$ cat config.mk
export PLATFORM = sky130hd
export DESIGN_NAME = shell_word_splitter
export DESIGN_NICKNAME = d
export VERILOG_FILES = /design/src/rtl/swsp_pkg.sv /design/src/rtl/shell_word_splitter.sv /design/src/rtl/swsp_lexer.sv /design/src/rtl/swsp_rsp_fifo.sv
export VERILOG_INCLUDE_DIRS = /design/src /design/src/rtl
export SDC_FILE = /design/constraint.sdc
export NUM_CORES = 1
export LEC_CHECK = 0
export BUFFER_PORTS_ARGS = -buffer_cell sky130_fd_sc_hd__buf_2
export CORE_ASPECT_RATIO = 0.8
export CORE_MARGIN = 2
export CORE_UTILIZATION = 30
export CTS_BUF_LIST = sky130_fd_sc_hd__clkbuf_16
export CTS_CLUSTER_SIZE = 30
export DETAILED_ROUTE_END_ITERATION = 10
export GPL_TIMING_DRIVEN = 0
export HOLD_SLACK_MARGIN = 0.02
export PLACE_DENSITY = 0.55
export SYNTH_ARGS = -nofsm -noshare
export SYNTH_HDL_FRONTEND = slang
export SYNTH_HIERARCHICAL = 1
export SYNTH_SLANG_ARGS = --single-unit
$ cat constraint.sdc
create_clock -name clock -period 11.8 [get_ports clock]
set_clock_uncertainty 0.15 [all_clocks]
set_input_delay 0 -clock clock [delete_from_list [all_inputs] [get_ports clock]]
set_output_delay 0 -clock clock [all_outputs]
set_load 0.02 [all_outputs]
$ cat src/rtl/assert_macros.svh
// Assertion macros for the RTL of the shell word splitter, used by its top level.
`ifndef ASSERT_MACROS_SVH
`define ASSERT_MACROS_SVH
`ifndef ASSERT_OFF
`define ASSERT_CLK(label, clk, rst, prop) \
   label: assert property (@(posedge clk) disable iff (rst) prop) \
      else $error("concurrent assertion failed");
`define ASSERT_NEVER(label, clk, rst, cond) \
   label: assert property (@(posedge clk) disable iff (rst) !(cond)) \
      else $error("forbidden condition seen");
`else
`define ASSERT_CLK(label, clk, rst, prop)
`define ASSERT_NEVER(label, clk, rst, cond)
`endif
`endif

$ cat src/rtl/swsp_pkg.sv
// Package with the types, constants and helpers of the shell word splitter.
package swsp_pkg;

   localparam int unsigned FIFO_DEPTH = 4;
   localparam int unsigned FIFO_PTR_W = $clog2(FIFO_DEPTH);
   localparam int unsigned FIFO_CNT_W = $clog2(FIFO_DEPTH + 1);

   localparam logic [7:0] CH_NUL    = 8'h00;
   localparam logic [7:0] CH_BSLASH = 8'h5C;
   localparam logic [7:0] CH_SQUOTE = 8'h27;
   localparam logic [7:0] CH_DQUOTE = 8'h22;
   localparam logic [7:0] CH_DOLLAR = 8'h24;
   localparam logic [7:0] CH_SPACE  = 8'h20;
   localparam logic [7:0] CH_TAB    = 8'h09;
   localparam logic [7:0] CH_CR     = 8'h0D;
   localparam logic [7:0] CH_LF     = 8'h0A;

   typedef struct packed {
      logic        last;
      logic [15:0] word_count;
      logic        quote_error;
      logic        line_end;
      logic        word_end;
      logic        byte_valid;
      logic [7:0]  out_byte;
   } swsp_rsp_type;

   typedef struct packed {
      logic [1:0]   count;
      swsp_rsp_type res1;
      swsp_rsp_type res0;
   } swsp_lex_out_type;

   function automatic swsp_rsp_type rsp_byte(input logic [7:0] value);
      swsp_rsp_type r;
      r            = '0;
      r.out_byte   = value;
      r.byte_valid = 1'b1;
      return r;
   endfunction

endpackage

$ cat src/rtl/shell_word_splitter.sv
// Top level of the shell word splitter: input register, lexer and result queue.
// Each byte goes from the input register through the lexer into the result queue.
// Throughput: one byte per cycle; the four-entry result queue absorbs the byte that
// yields two results, and the input register holds while the queue lacks room for them.
// Reset: synchronous and active high; clears the lexer state and empties both stages.
module shell_word_splitter (
   input  logic        clock,
   input  logic        reset,
   input  logic        req_tvalid,
   output logic        req_tready,
   input  logic [7:0]  req_tdata,   // [7:0] ch
   output logic        rsp_tvalid,
   input  logic        rsp_tready,
   output logic [23:0] rsp_tdata,   // [7:0] out_byte, [23:8] word_count
   output logic [3:0]  rsp_tuser,   // [0] byte_valid, [1] word_end, [2] line_end, [3] quote_error
   output logic        rsp_tlast
);
   import swsp_pkg::*;
   `include "assert_macros.svh"

   logic                  in_valid_ff;
   logic [7:0]            in_ch_ff;
   logic                  consume;
   logic                  load;
   swsp_lex_out_type      lex_out;
   swsp_rsp_type          head;
   logic [FIFO_CNT_W-1:0] free;

   assign consume    = in_valid_ff && (FIFO_CNT_W'(lex_out.count) <= free);
   assign req_tready = !in_valid_ff || consume;
   assign load       = req_tvalid && req_tready;

   always_ff @(posedge clock) begin
      if (reset) begin
         in_valid_ff <= 1'b0;
      end else if (load) begin
         in_valid_ff <= 1'b1;
      end else if (consume) begin
         in_valid_ff <= 1'b0;
      end
   end

   always_ff @(posedge clock) begin
      if (load) begin
         in_ch_ff <= req_tdata;
      end
   end

   swsp_lexer u_lexer (
      .clock   (clock),
      .reset   (reset),
      .ch      (in_ch_ff),
      .fire    (consume),
      .lex_out (lex_out)
   );

   swsp_rsp_fifo u_rsp_fifo (
      .clock      (clock),
      .reset      (reset),
      .push_n     (consume ? lex_out.count : 2'd0),
      .push_d0    (lex_out.res0),
      .push_d1    (lex_out.res1),
      .pop        (rsp_tready),
      .head_valid (rsp_tvalid),
      .head_data  (head),
      .free       (free)
   );

   assign rsp_tdata = {head.word_count, head.out_byte};
   assign rsp_tuser = {head.quote_error, head.line_end, head.word_end, head.byte_valid};
   assign rsp_tlast = head.last;

   `ASSERT_CLK(a_hold_input, clock, reset, in_valid_ff && !consume |=> in_valid_ff && $stable(in_ch_ff))
   `ASSERT_CLK(a_line_end_last, clock, reset, rsp_tvalid && head.line_end |-> head.last)
   `ASSERT_NEVER(a_error_no_count, clock, reset, rsp_tvalid && head.quote_error && (head.word_end || head.word_count != 16'd0))
   `ASSERT_NEVER(a_byte_no_mark, clock, reset, rsp_tvalid && head.byte_valid && (head.word_end || head.line_end))

endmodule

$ cat src/rtl/swsp_lexer.sv
// Lexer state and the combinational decode of one byte into up to two results.
module swsp_lexer (
   input  logic                       clock,
   input  logic                       reset,
   input  logic [7:0]                 ch,
   input  logic                       fire,
   output swsp_pkg::swsp_lex_out_type lex_out
);
   import swsp_pkg::*;

   typedef enum logic [1:0] {MODE_GAP, MODE_WORD, MODE_SQ, MODE_DQ} lex_mode_type;

   lex_mode_type mode_ff, mode_in;
   logic         escape_ff, escape_in;
   logic [15:0]  words_ff, words_in;

   swsp_rsp_type res [2];
   logic [1:0]   n;
   logic         done;
   logic         is_gap;
   logic [15:0]  words_inc;

   assign is_gap    = (ch == CH_SPACE) || (ch == CH_TAB) || (ch == CH_CR) || (ch == CH_LF);
   assign words_inc = (words_ff == 16'hFFFF) ? words_ff : words_ff + 16'd1;

   always_comb begin
      res[0]    = '0;
      res[1]    = '0;
      n         = 2'd0;
      done      = 1'b0;
      mode_in   = mode_ff;
      escape_in = escape_ff;
      words_in  = words_ff;

      if (ch == CH_NUL) begin
         if (escape_ff) begin
            res[0] = rsp_byte(CH_BSLASH);
            n      = 2'd1;
         end
         res[n[0]].line_end = 1'b1;
         if (mode_ff == MODE_SQ || mode_ff == MODE_DQ) begin
            res[n[0]].quote_error = 1'b1;
         end else if (mode_ff == MODE_WORD) begin
            res[n[0]].word_end   = 1'b1;
            res[n[0]].word_count = words_inc;
         end else begin
            res[n[0]].word_count = words_ff;
         end
         n         = n + 2'd1;
         mode_in   = MODE_GAP;
         escape_in = 1'b0;
         words_in  = '0;
      end else begin
         if (escape_ff) begin
            escape_in = 1'b0;
            if (mode_ff == MODE_DQ && ch != CH_DQUOTE && ch != CH_BSLASH && ch != CH_DOLLAR) begin
               res[0] = rsp_byte(CH_BSLASH);
               n      = 2'd1;
            end else begin
               res[0] = rsp_byte(ch);
               n      = 2'd1;
               done   = 1'b1;
            end
         end
         if (!done) begin
            unique case (mode_ff)
               MODE_GAP: begin
                  if (is_gap) begin
                     mode_in = MODE_GAP;
                  end else if (ch == CH_SQUOTE) begin
                     mode_in = MODE_SQ;
                  end else if (ch == CH_DQUOTE) begin
                     mode_in = MODE_DQ;
                  end else if (ch == CH_BSLASH) begin
                     mode_in   = MODE_WORD;
                     escape_in = 1'b1;
                  end else begin
                     mode_in    = MODE_WORD;
                     res[n[0]]  = rsp_byte(ch);
                     n          = n + 2'd1;
                  end
               end
               MODE_WORD: begin
                  if (is_gap) begin
                     words_in           = words_inc;
                     mode_in            = MODE_GAP;
                     res[n[0]].word_end = 1'b1;
                     n                  = n + 2'd1;
                  end else if (ch == CH_SQUOTE) begin
                     mode_in = MODE_SQ;
                  end else if (ch == CH_DQUOTE) begin
                     mode_in = MODE_DQ;
                  end else if (ch == CH_BSLASH) begin
                     escape_in = 1'b1;
                  end else begin
                     res[n[0]] = rsp_byte(ch);
                     n         = n + 2'd1;
                  end
               end
               MODE_SQ: begin
                  if (ch == CH_SQUOTE) begin
                     mode_in = MODE_WORD;
                  end else begin
                     res[n[0]] = rsp_byte(ch);
                     n         = n + 2'd1;
                  end
               end
               MODE_DQ: begin
                  if (ch == CH_DQUOTE) begin
                     mode_in = MODE_WORD;
                  end else if (ch == CH_BSLASH) begin
                     escape_in = 1'b1;
                  end else begin
                     res[n[0]] = rsp_byte(ch);
                     n         = n + 2'd1;
                  end
               end
               default: begin
                  mode_in = MODE_GAP;
               end
            endcase
         end
      end

      if (n != 2'd0) begin
         res[n[1]].last = 1'b1;
      end
   end

   assign lex_out.count = n;
   assign lex_out.res0  = res[0];
   assign lex_out.res1  = res[1];

   always_ff @(posedge clock) begin
      if (reset) begin
         mode_ff   <= MODE_GAP;
         escape_ff <= 1'b0;
         words_ff  <= '0;
      end else if (fire) begin
         mode_ff   <= mode_in;
         escape_ff <= escape_in;
         words_ff  <= words_in;
      end
   end

endmodule

$ cat src/rtl/swsp_rsp_fifo.sv
// Result queue that takes up to two results per cycle and hands out one.
module swsp_rsp_fifo (
   input  logic                                 clock,
   input  logic                                 reset,
   input  logic [1:0]                           push_n,
   input  swsp_pkg::swsp_rsp_type               push_d0,
   input  swsp_pkg::swsp_rsp_type               push_d1,
   input  logic                                 pop,
   output logic                                 head_valid,
   output swsp_pkg::swsp_rsp_type               head_data,
   output logic [swsp_pkg::FIFO_CNT_W-1:0]      free
);
   import swsp_pkg::*;

   swsp_rsp_type            entries_ff [FIFO_DEPTH];
   logic [FIFO_PTR_W-1:0]   wr_ptr_ff, rd_ptr_ff;
   logic [FIFO_CNT_W-1:0]   count_ff;
   logic [FIFO_PTR_W-1:0]   wr_ptr_next;
   logic                    do_pop;

   assign do_pop      = pop && (count_ff != '0);
   assign wr_ptr_next = wr_ptr_ff + FIFO_PTR_W'(1);
   assign head_valid  = (count_ff != '0);
   assign head_data   = entries_ff[rd_ptr_ff];
   assign free        = FIFO_CNT_W'(FIFO_DEPTH) - count_ff;

   always_ff @(posedge clock) begin
      if (push_n != 2'd0) begin
         entries_ff[wr_ptr_ff] <= push_d0;
      end
      if (push_n == 2'd2) begin
         entries_ff[wr_ptr_next] <= push_d1;
      end
   end

   always_ff @(posedge clock) begin
      if (reset) begin
         wr_ptr_ff <= '0;
         rd_ptr_ff <= '0;
         count_ff  <= '0;
      end else begin
         wr_ptr_ff <= wr_ptr_ff + FIFO_PTR_W'(push_n);
         rd_ptr_ff <= rd_ptr_ff + FIFO_PTR_W'(do_pop);
         count_ff  <= count_ff + FIFO_CNT_W'(push_n) - FIFO_CNT_W'(do_pop);
      end
   end

endmodule

==> results of run 1 <==
[per-layer routing]
| metal | routed length, µm | up-vias | part of all wire |
|---|---|---|---|
| met5 | 0 | - | 0 |
| met4 | 280 | 0 | 0.013 |
| met3 | 1070 | 20 | 0.049 |
| met2 | 9446 | 154 | 0.43 |
| met1 | 10930 | 2909 | 0.50 |
| li1 | - | 2848 | - |
[synth_stat cells (4+ instances only)]
cell type / n
nor2_1: 64
nor3_1: 16
buf_2: 9
o21ai_1: 9
edfxtp_1: 124
nand2b_1: 7
and3_1: 13
mux2_4: 10
ha_1: 12
o21ai_0: 11
mux2_1: 12
mux4_2: 29
a21oi_1: 33
clkbuf_1: 31
nor2b_1: 9
xor2_1: 6
mux2_2: 96
inv_1: 20
xnor2_1: 12
nor3b_1: 4
or3_1: 10
dfxtp_1: 27
a31oi_1: 6
nand4_1: 4
a21o_1: 6
mux2i_1: 5
buf_4: 7
and2_1: 5
nand4b_1: 4
nand3_1: 18
and3b_1: 4
nand2_1: 27
[per-stage QoR]
| stage | setup slack, ns | instance area, µm² |
|---|---|---|
| after floorplan | 5.321 | 8732 |
| after global placement | 2.874 | 9405 |
| after detailed placement | 5.979 | 9538 |
| after CTS | 5.951 | 10240 |
| after global routing | 5.560 | 10240 |
| final | 5.908 | 10240 |
[where the power goes]
group          leakage [nW]  switching (mW)  internal, mW  total [mW]
combinational          1.95           0.405         0.294       0.699
sequential             1.34          0.0307         0.698       0.729
clock                 0.284           0.231         0.312       0.543
total                  3.57           0.666          1.30        1.97
[area by class of cell]
| type | instances | area [µm²] |
|---|---|---|
| Clock inverter | 15 | 152.6 |
| Tap cell | 370 | 462.9 |
| Buffer | 51 | 271.5 |
| Multi-Input combinational cell | 487 | 4146 |
| Clock buffer | 17 | 425.4 |
| Inverter | 21 | 80.08 |
| Timing Repair Buffer | 58 | 432.9 |
| Fill cell | 2792 | 18250 |
| Sequential cell | 151 | 4264 |
[path summary, 6_finish.rpt]
kind	end	slack [ns]	cells after the start
hold reg to reg	u_lexer/words_ff[11]$_SDFFE_PP0P_	0.39	2
setup reg to reg	u_rsp_fifo/entries_ff[2][8]$_DFFE_PP_	5.91	18
setup / recovery	u_rsp_fifo/entries_ff[2][8]$_DFFE_PP_	5.91	18
hold / removal	in_ch_ff[4]$_DFFE_PP_	0.14	2
[logic make-up (layout without fill, tap and decap cells)]
family,after synthesis,count (layout)
buf+inv,72,162
mux,152,152
fa+ha+maj,13,13
flops,151,151
xor+xnor,18,18
simple gates,206,206
compound gates,98,98
[sequential cells by signal, indices dropped and copies added, names as in the netlist]
| name | cells |
|---|---|
| u_lexer/escape_ff | 1 |
| in_ch_ff | 8 |
| u_lexer/words_ff | 16 |
| u_lexer/mode_ff | 2 |
| u_rsp_fifo/wr_ptr_ff | 2 |
| u_rsp_fifo/count_ff | 3 |
| in_valid_ff | 1 |
| u_rsp_fifo/rd_ptr_ff | 2 |
| u_rsp_fifo/entries_ff | 116 |
[worst max-delay path, stage by stage, from the launching register on]
cell and delay (ns):
edfxtp_1 0.42, or3b_1 0.44, or4_4 0.56, clkinv_2 0.07, ha_1 0.26, inv_1 0.08
a21oi_1 0.06, mux2_1 0.29, nor4_1 0.41, nor2_1 0.14, inv_1 0.12, ha_1 0.15
nand2b_1 0.12, a21oi_1 0.12, nor3b_1 0.57, nor2b_2 0.33, and3b_1 0.23, buf_4 0.23
a21o_2 0.73
==> results.json, run 1 <==
{
  "cts_tree": "built",
  "critPathKind": "flop to flop",
  "maxSlewViolCount": 0,
  "dp_hpwl_um": 14950,
  "hp-start": "req_tdata[4]",
  "setup_viol_count_final": 0,
  "hold_slack_ns": 0.1364,
  "ys_types": 72,
  "cts_buffers": 17,
  "status": "finished, final reports clean",
  "vias": 5931,
  "die_w_um": 194.7,
  "synth_top_family_by_area": "multiplexers",
  "power_density_mw_per_mm2": 192.5,
  "placedCellCount": 1126,
  "irDropWorstVdd_v": 0.00009740,
  "antenna_found_initial": 0,
  "grt_util_all_layers": 0.1479,
  "die_y_um": 156.6,
  "grt_start_max_net_pins": 30,
  "grt-ovfl-total": 0,
  "worstHoldPathType": "input port to flop",
  "rsz0062_at_grt": "false",
  "drc": 0,
  "worst_slew_pin_slew_ns": 1.002,
  "synth_warnings": 6,
  "fmax_mhz": 169.7,
  "max_cap_violations": 0,
  "setup.worst_path.start": "in_ch_ff[1]$_DFFE_PP_",
  "wl_per_cell_um": 18.57,
  "drive_gt1_frac": 0.3100,
  "gp_congestion": 0.8329,
  "wl_um": 21730,
  "final.min_clock_period_ns": 5.892,
  "worstSetupEndpointType": "flop",
  "vias_per_cell": 5.069,
  "mostFrequentLayoutCells": "edfxtp_1, mux2_2, nor2_1",
  "worstSkewPairLatency_ns": 0.42,
  "leakagePower_nw": 3.570,
  "synth_top_area_frac": 0.4264,
  "io_pins": 43,
  "cp_data_required_time_ns": 11.69,
  "syn-instance-count": 710,
  "ys_async_sr_fraction": 0,
  "n_antenna_cell": 0,
  "min_period_over_period": 0.4993,
  "ctsHoldBuffers": 12,
  "gr-usage-met2": 0.2205,
  "cts_buffer_depth": 2,
  "use_met1": 0.2192,
  "synth_top_flop_cell": "edfxtp_1",
  "nets": 812,
  "slew_headroom": 0.3270,
  "regToRegStartpoint": "in_ch_ff[1]$_DFFE_PP_",
  "drtPass1Iterations": 5,
  "finalNonFillerCells": 1170,
  "root_buffer": "clkbuf_16",
  "synthMuxAreaShare": 0.2370,
  "htree_levels": 4,
  "dieArea_mm2": 0.03050,
  "place.port_buffers": 42,
  "postLayoutCoreUtil": 0.3593,
  "drt_iter0_markers": 509,
  "yosys.area_share.adder": 0.01949,
  "grt_pass1_vias": 5873,
  "post_cts_buffers": 0,
  "busiest_layer": "met2",
  "synth-seq-cells": 151,
  "synth-simple-area-share": 0.1245,
  "ant_nets": 0,
  "synth_nets": 735,
  "ctsResizeCount": 0,
  "num_rows": 55,
  "yosys.area_share.xor_xnor": 0.01805,
  "tns_ns": 0,
  "critPathMaxFanout": 29,
  "critical_path_arrival_ns": 5.78,
  "ys_top_cells_by_area": "edfxtp_1, mux2_2, mux4_2",
  "synthToLayoutAreaGrowth_pct": 17.22,
  "cts.reportedPaths.clkPinSlew_ns": 0.06,
  "p_total_mw": 1.970,
  "cts_sinks": 151,
  "syn_area_per_cell_um2": 12.30,
  "use_met3": 0.02586,
  "worstSetupStartpointType": "flop",
  "hold_viol": 0,
  "yosysTopAreaCell": "edfxtp_1",
  "synth_edf_count": 124,
  "synth_compound_area_frac": 0.07236,
  "netlist_area_mm2": 0.008732,
  "core_area_mm2": 0.02849,
  "final_common_cell": "edfxtp_1",
  "start_util": 0.3065,
  "synth_seq_area_share": 0.4883,
  "grt_pass1_wl_um": 34460
}
No activity file was read; power rests on OpenSTA's default activity.
==> inputs of run 2 (changes only) <==
Settings changed: ABC_AREA from default to 1.
Clock period 11.8 ns to 5.8 ns, I/O delays scaled along.
==> run 2 against run 1 <==
Compared with the run above: combinational power grew 110%; flip-flop and latch count is the same; largest power group unchanged; critical path depth grew 2; largest cell class unchanged; die area grew 4.5%; setup slack lost 5.4 ns; wire length grew 26%; via count grew 36%; sequential share of layout area shrank 1.3 points; cell area grew 3.1%.
==> results.json, run 2 <==
{
  "p_sw_frac": 0.4012,
  "drive_gt1_frac": 0.1411,
  "yosysTopAreaCell": "edfxtp_1",
  "ys_async_sr_fraction": 0,
  "regToRegStartpoint": "in_ch_ff[4]$_DFFE_PP_",
  "maxSlewViolCount": 0,
  "top_layer": "met4",
  "worstSetupStartpointType": "flop",
  "netlist_area_mm2": 0.009133,
  "wl_per_cell_um": 16.37,
  "synth.most_common_cell": "nand2_1",
  "cts.reportedPaths.clkPinSlew_ns": 0.07,
  "intPower_mw": 2.439,
  "root_buffer": "clkbuf_16",
  "n_antenna_cell": 0,
  "slew_headroom": 0.3810,
  "num_rows": 57,
  "syn_area_per_cell_um2": 7.812,
  "die_y_um": 160.1,
  "grt_util_all_layers": 0.1763,
  "largest_register_ffs": 116,
  "fmax_mhz": 188.0,
  "holdPathEnd": "in_ch_ff[1]$_DFFE_PP_",
  "cts_sinks": 151,
  "p_clk_frac": 0.269,
  "hp-start": "req_tdata[1]",
  "tns_ns": 0,
  "setup.worst_path.start": "in_ch_ff[4]$_DFFE_PP_",
  "ctsResizeCount": 0,
  "drtPass1Iterations": 7,
  "irDropWorstVdd_v": 0.0002490,
  "wl_met2_um": 11720,
  "reg_top3": "u_rsp_fifo/entries_ff (116), u_lexer/words_ff (16), in_ch_ff (8)",
  "worst_slew_pin_slew_ns": 0.9252,
  "min_period_over_period": 0.9172,
  "combPwrFrac": 0.362,
  "m1WireLength_um": 13490,
  "grt_pass1_wl_um": 42590,
  "critPathKind": "flop to flop",
  "mostFrequentLayoutCells": "nand2_1, nor2_1, o21ai_0",
  "setup_viol_count_final": 0,
  "gp_congestion": 0.8525,
  "critPathMaxFanout": 29,
  "final.min_clock_period_ns": 5.320,
  "cts_buffer_depth": 2,
  "status": "finished, final reports clean",
  "antenna_found_initial": 0,
  "synth_top_area_frac": 0.4077,
  "p_switching_mw": 1.635,
  "synth_warnings": 6,
  "hold_depth": 2,
  "vias_per_cell": 4.852,
  "grt_start_max_net_pins": 30,
  "die_w_um": 199.1,
  "core_area_mm2": 0.03017,
  "cp_data_required_time_ns": 5.61,
  "ant_nets": 0,
  "start_util": 0.3027,
  "critical_path_arrival_ns": 5.13,
  "worstSetupEndpointType": "flop",
  "seqPwrFrac": 0.369,
  "dp_worst_setup_slack_ns": 0.6166,
  "worst_slack_ns": 0.4804,
  "ctsHoldBuffers": 12,
  "grt-ovfl-total": 0,
  "post_cts_buffers": 0,
  "yosys-top-cells-count": "nand2_1, nor2_1, o21ai_0",
  "final_common_cell": "nand2_1",
  "dieArea_mm2": 0.03186,
  "io_pins": 43,
  "vias": 8088,
  "power_density_mw_per_mm2": 386.0,
  "synth_edf_count": 124,
  "synthToLayoutAreaGrowth_pct": 15.58,
  "synth-seq-cells": 151,
  "rsz0062_at_grt": "false",
  "reg2reg_depth": 20,
  "synth_top_flop_cell": "edfxtp_1",
  "worstSkewPairLatency_ns": 0.44,
  "drt_iter0_markers": 793,
  "place.port_buffers": 42,
  "regMostFlops": "u_rsp_fifo/entries_ff",
  "nets": 1267,
  "leakagePower_nw": 4.068,
  "ys_top_cells_by_area": "edfxtp_1, nand2_1, o21ai_0",
  "wl_met3_um": 1645,
  "ys_types": 42,
  "wl_um": 27280,
  "synth_seq_area_share": 0.4669,
  "cts_buffers": 17,
  "worstHoldPathType": "input port to flop",
  "dp_hpwl_um": 18860,
  "rrSetupSlack_ns": 0.48,
  "hold_viol": 0,
  "max_cap_violations": 0,
  "synth_nets": 1194,
  "cts_tree": "built",
  "drc": 0,
  "syn-instance-count": 1169,
  "grt_pass1_vias": 7543,
  "r2r_end": "u_rsp_fifo/entries_ff[2][11]$_DFFE_PP_",
  "htree_levels": 4
}
==> run 2: how the worst max path moves through the flow <==
stage | to | slack [ns] | depth (start not counted)
final | u_rsp_fifo/entries_ff[2][11]$_DFFE_PP_ | 0.48 | 20
after global routing | u_rsp_fifo/entries_ff[2][11]$_DFFE_PP_ | 0.17 | 24
after CTS | u_rsp_fifo/entries_ff[2][10]$_DFFE_PP_ | 0.60 | 20
after detailed placement | u_rsp_fifo/entries_ff[2][15]$_DFFE_PP_ | 0.62 | 20
after global placement | u_rsp_fifo/entries_ff[2][11]$_DFFE_PP_ | 0.1 | 20
after floorplan | u_rsp_fifo/entries_ff[3][0]$_DFFE_PP_ | 1.71 | 20
==> run 2: layer usage <==
| metal | vias to the layer above | track usage |
|---|---|---|
| met3 | 29 | 0.02999 |
| met1 | 3800 | 0.2630 |
| li1 | 3971 | - |
| met4 | 0 | 0.05767 |
| met2 | 288 | 0.2563 |
| met5 | - | 0 |
==> run 2: power groups by stage <==
stage	Sequential [mW]	Combinational, mW	Clock [mW]
after detailed placement	1.52	1.46	0
after global placement	1.52	1.44	0
after floorplan	1.50	0.977	0
after CTS	1.50	1.48	1.12
after global routing	1.52	1.64	1.16
final	1.50	1.47	1.10
==> run 2: area by class of cell <==
cell class,count,area (µm²)
Tap cell,413,516.7
Clock inverter,14,140.1
Timing Repair Buffer,54,330.3
Buffer,65,384.1
Sequential cell,151,4264
Fill cell,3180,19610
Clock buffer,17,425.4
Multi-Input combinational cell,821,3994
Inverter,132,500.5
==> run 2: cell families (layout without fill, tap and decap cells) <==
logic type,after synthesis,in the layout,synth area share
flip-flops,151,151,0.4669
adder cells (fa/ha/maj),13,13,0.01863
buffers and inverters,197,282,0.09686
AND/OR/NAND/NOR,548,548,0.2552
XOR/XNOR,11,11,0.01055
AO/OA/AOI/OAI,249,249,0.1518
==> run 2: worst max-delay path: stages, from the launching register on <==
cell and delay [ns]:
edfxtp_1 0.45, inv_1 0.16, nand2_1 0.10, nor2_1 0.26, nand2_2 0.17, ha_1 0.21
o21ai_0 0.16, nand2_1 0.10, nand2_1 0.15, nand2_1 0.10, buf_4 0.15, ha_1 0.31
nand2_1 0.09, nand2_2 0.06, nand2_1 0.06, nand2_1 0.08, nor2_1 0.53, nor2_4 0.13
nand2_2 0.14, clkbuf_1 0.55, nand2_2 0.72
==> run 2: stage by stage <==
stage          hold slack [ns]  cell area [µm²]  cells  utilization  power (mW)
2_1_floorplan         -0.08756             9133   1169            -       2.480
3_3_place_gp           0.02868             9859   1624       0.3268       2.963
3_5_place_dp           0.03132             9869   1624       0.3272       2.988
4_1_cts                 0.1087            10560   1667       0.3499       4.091
5_1_grt                 0.1110            10560   1667       0.3499       4.323
6_report                0.1175            10560   1667       0.3499       4.074
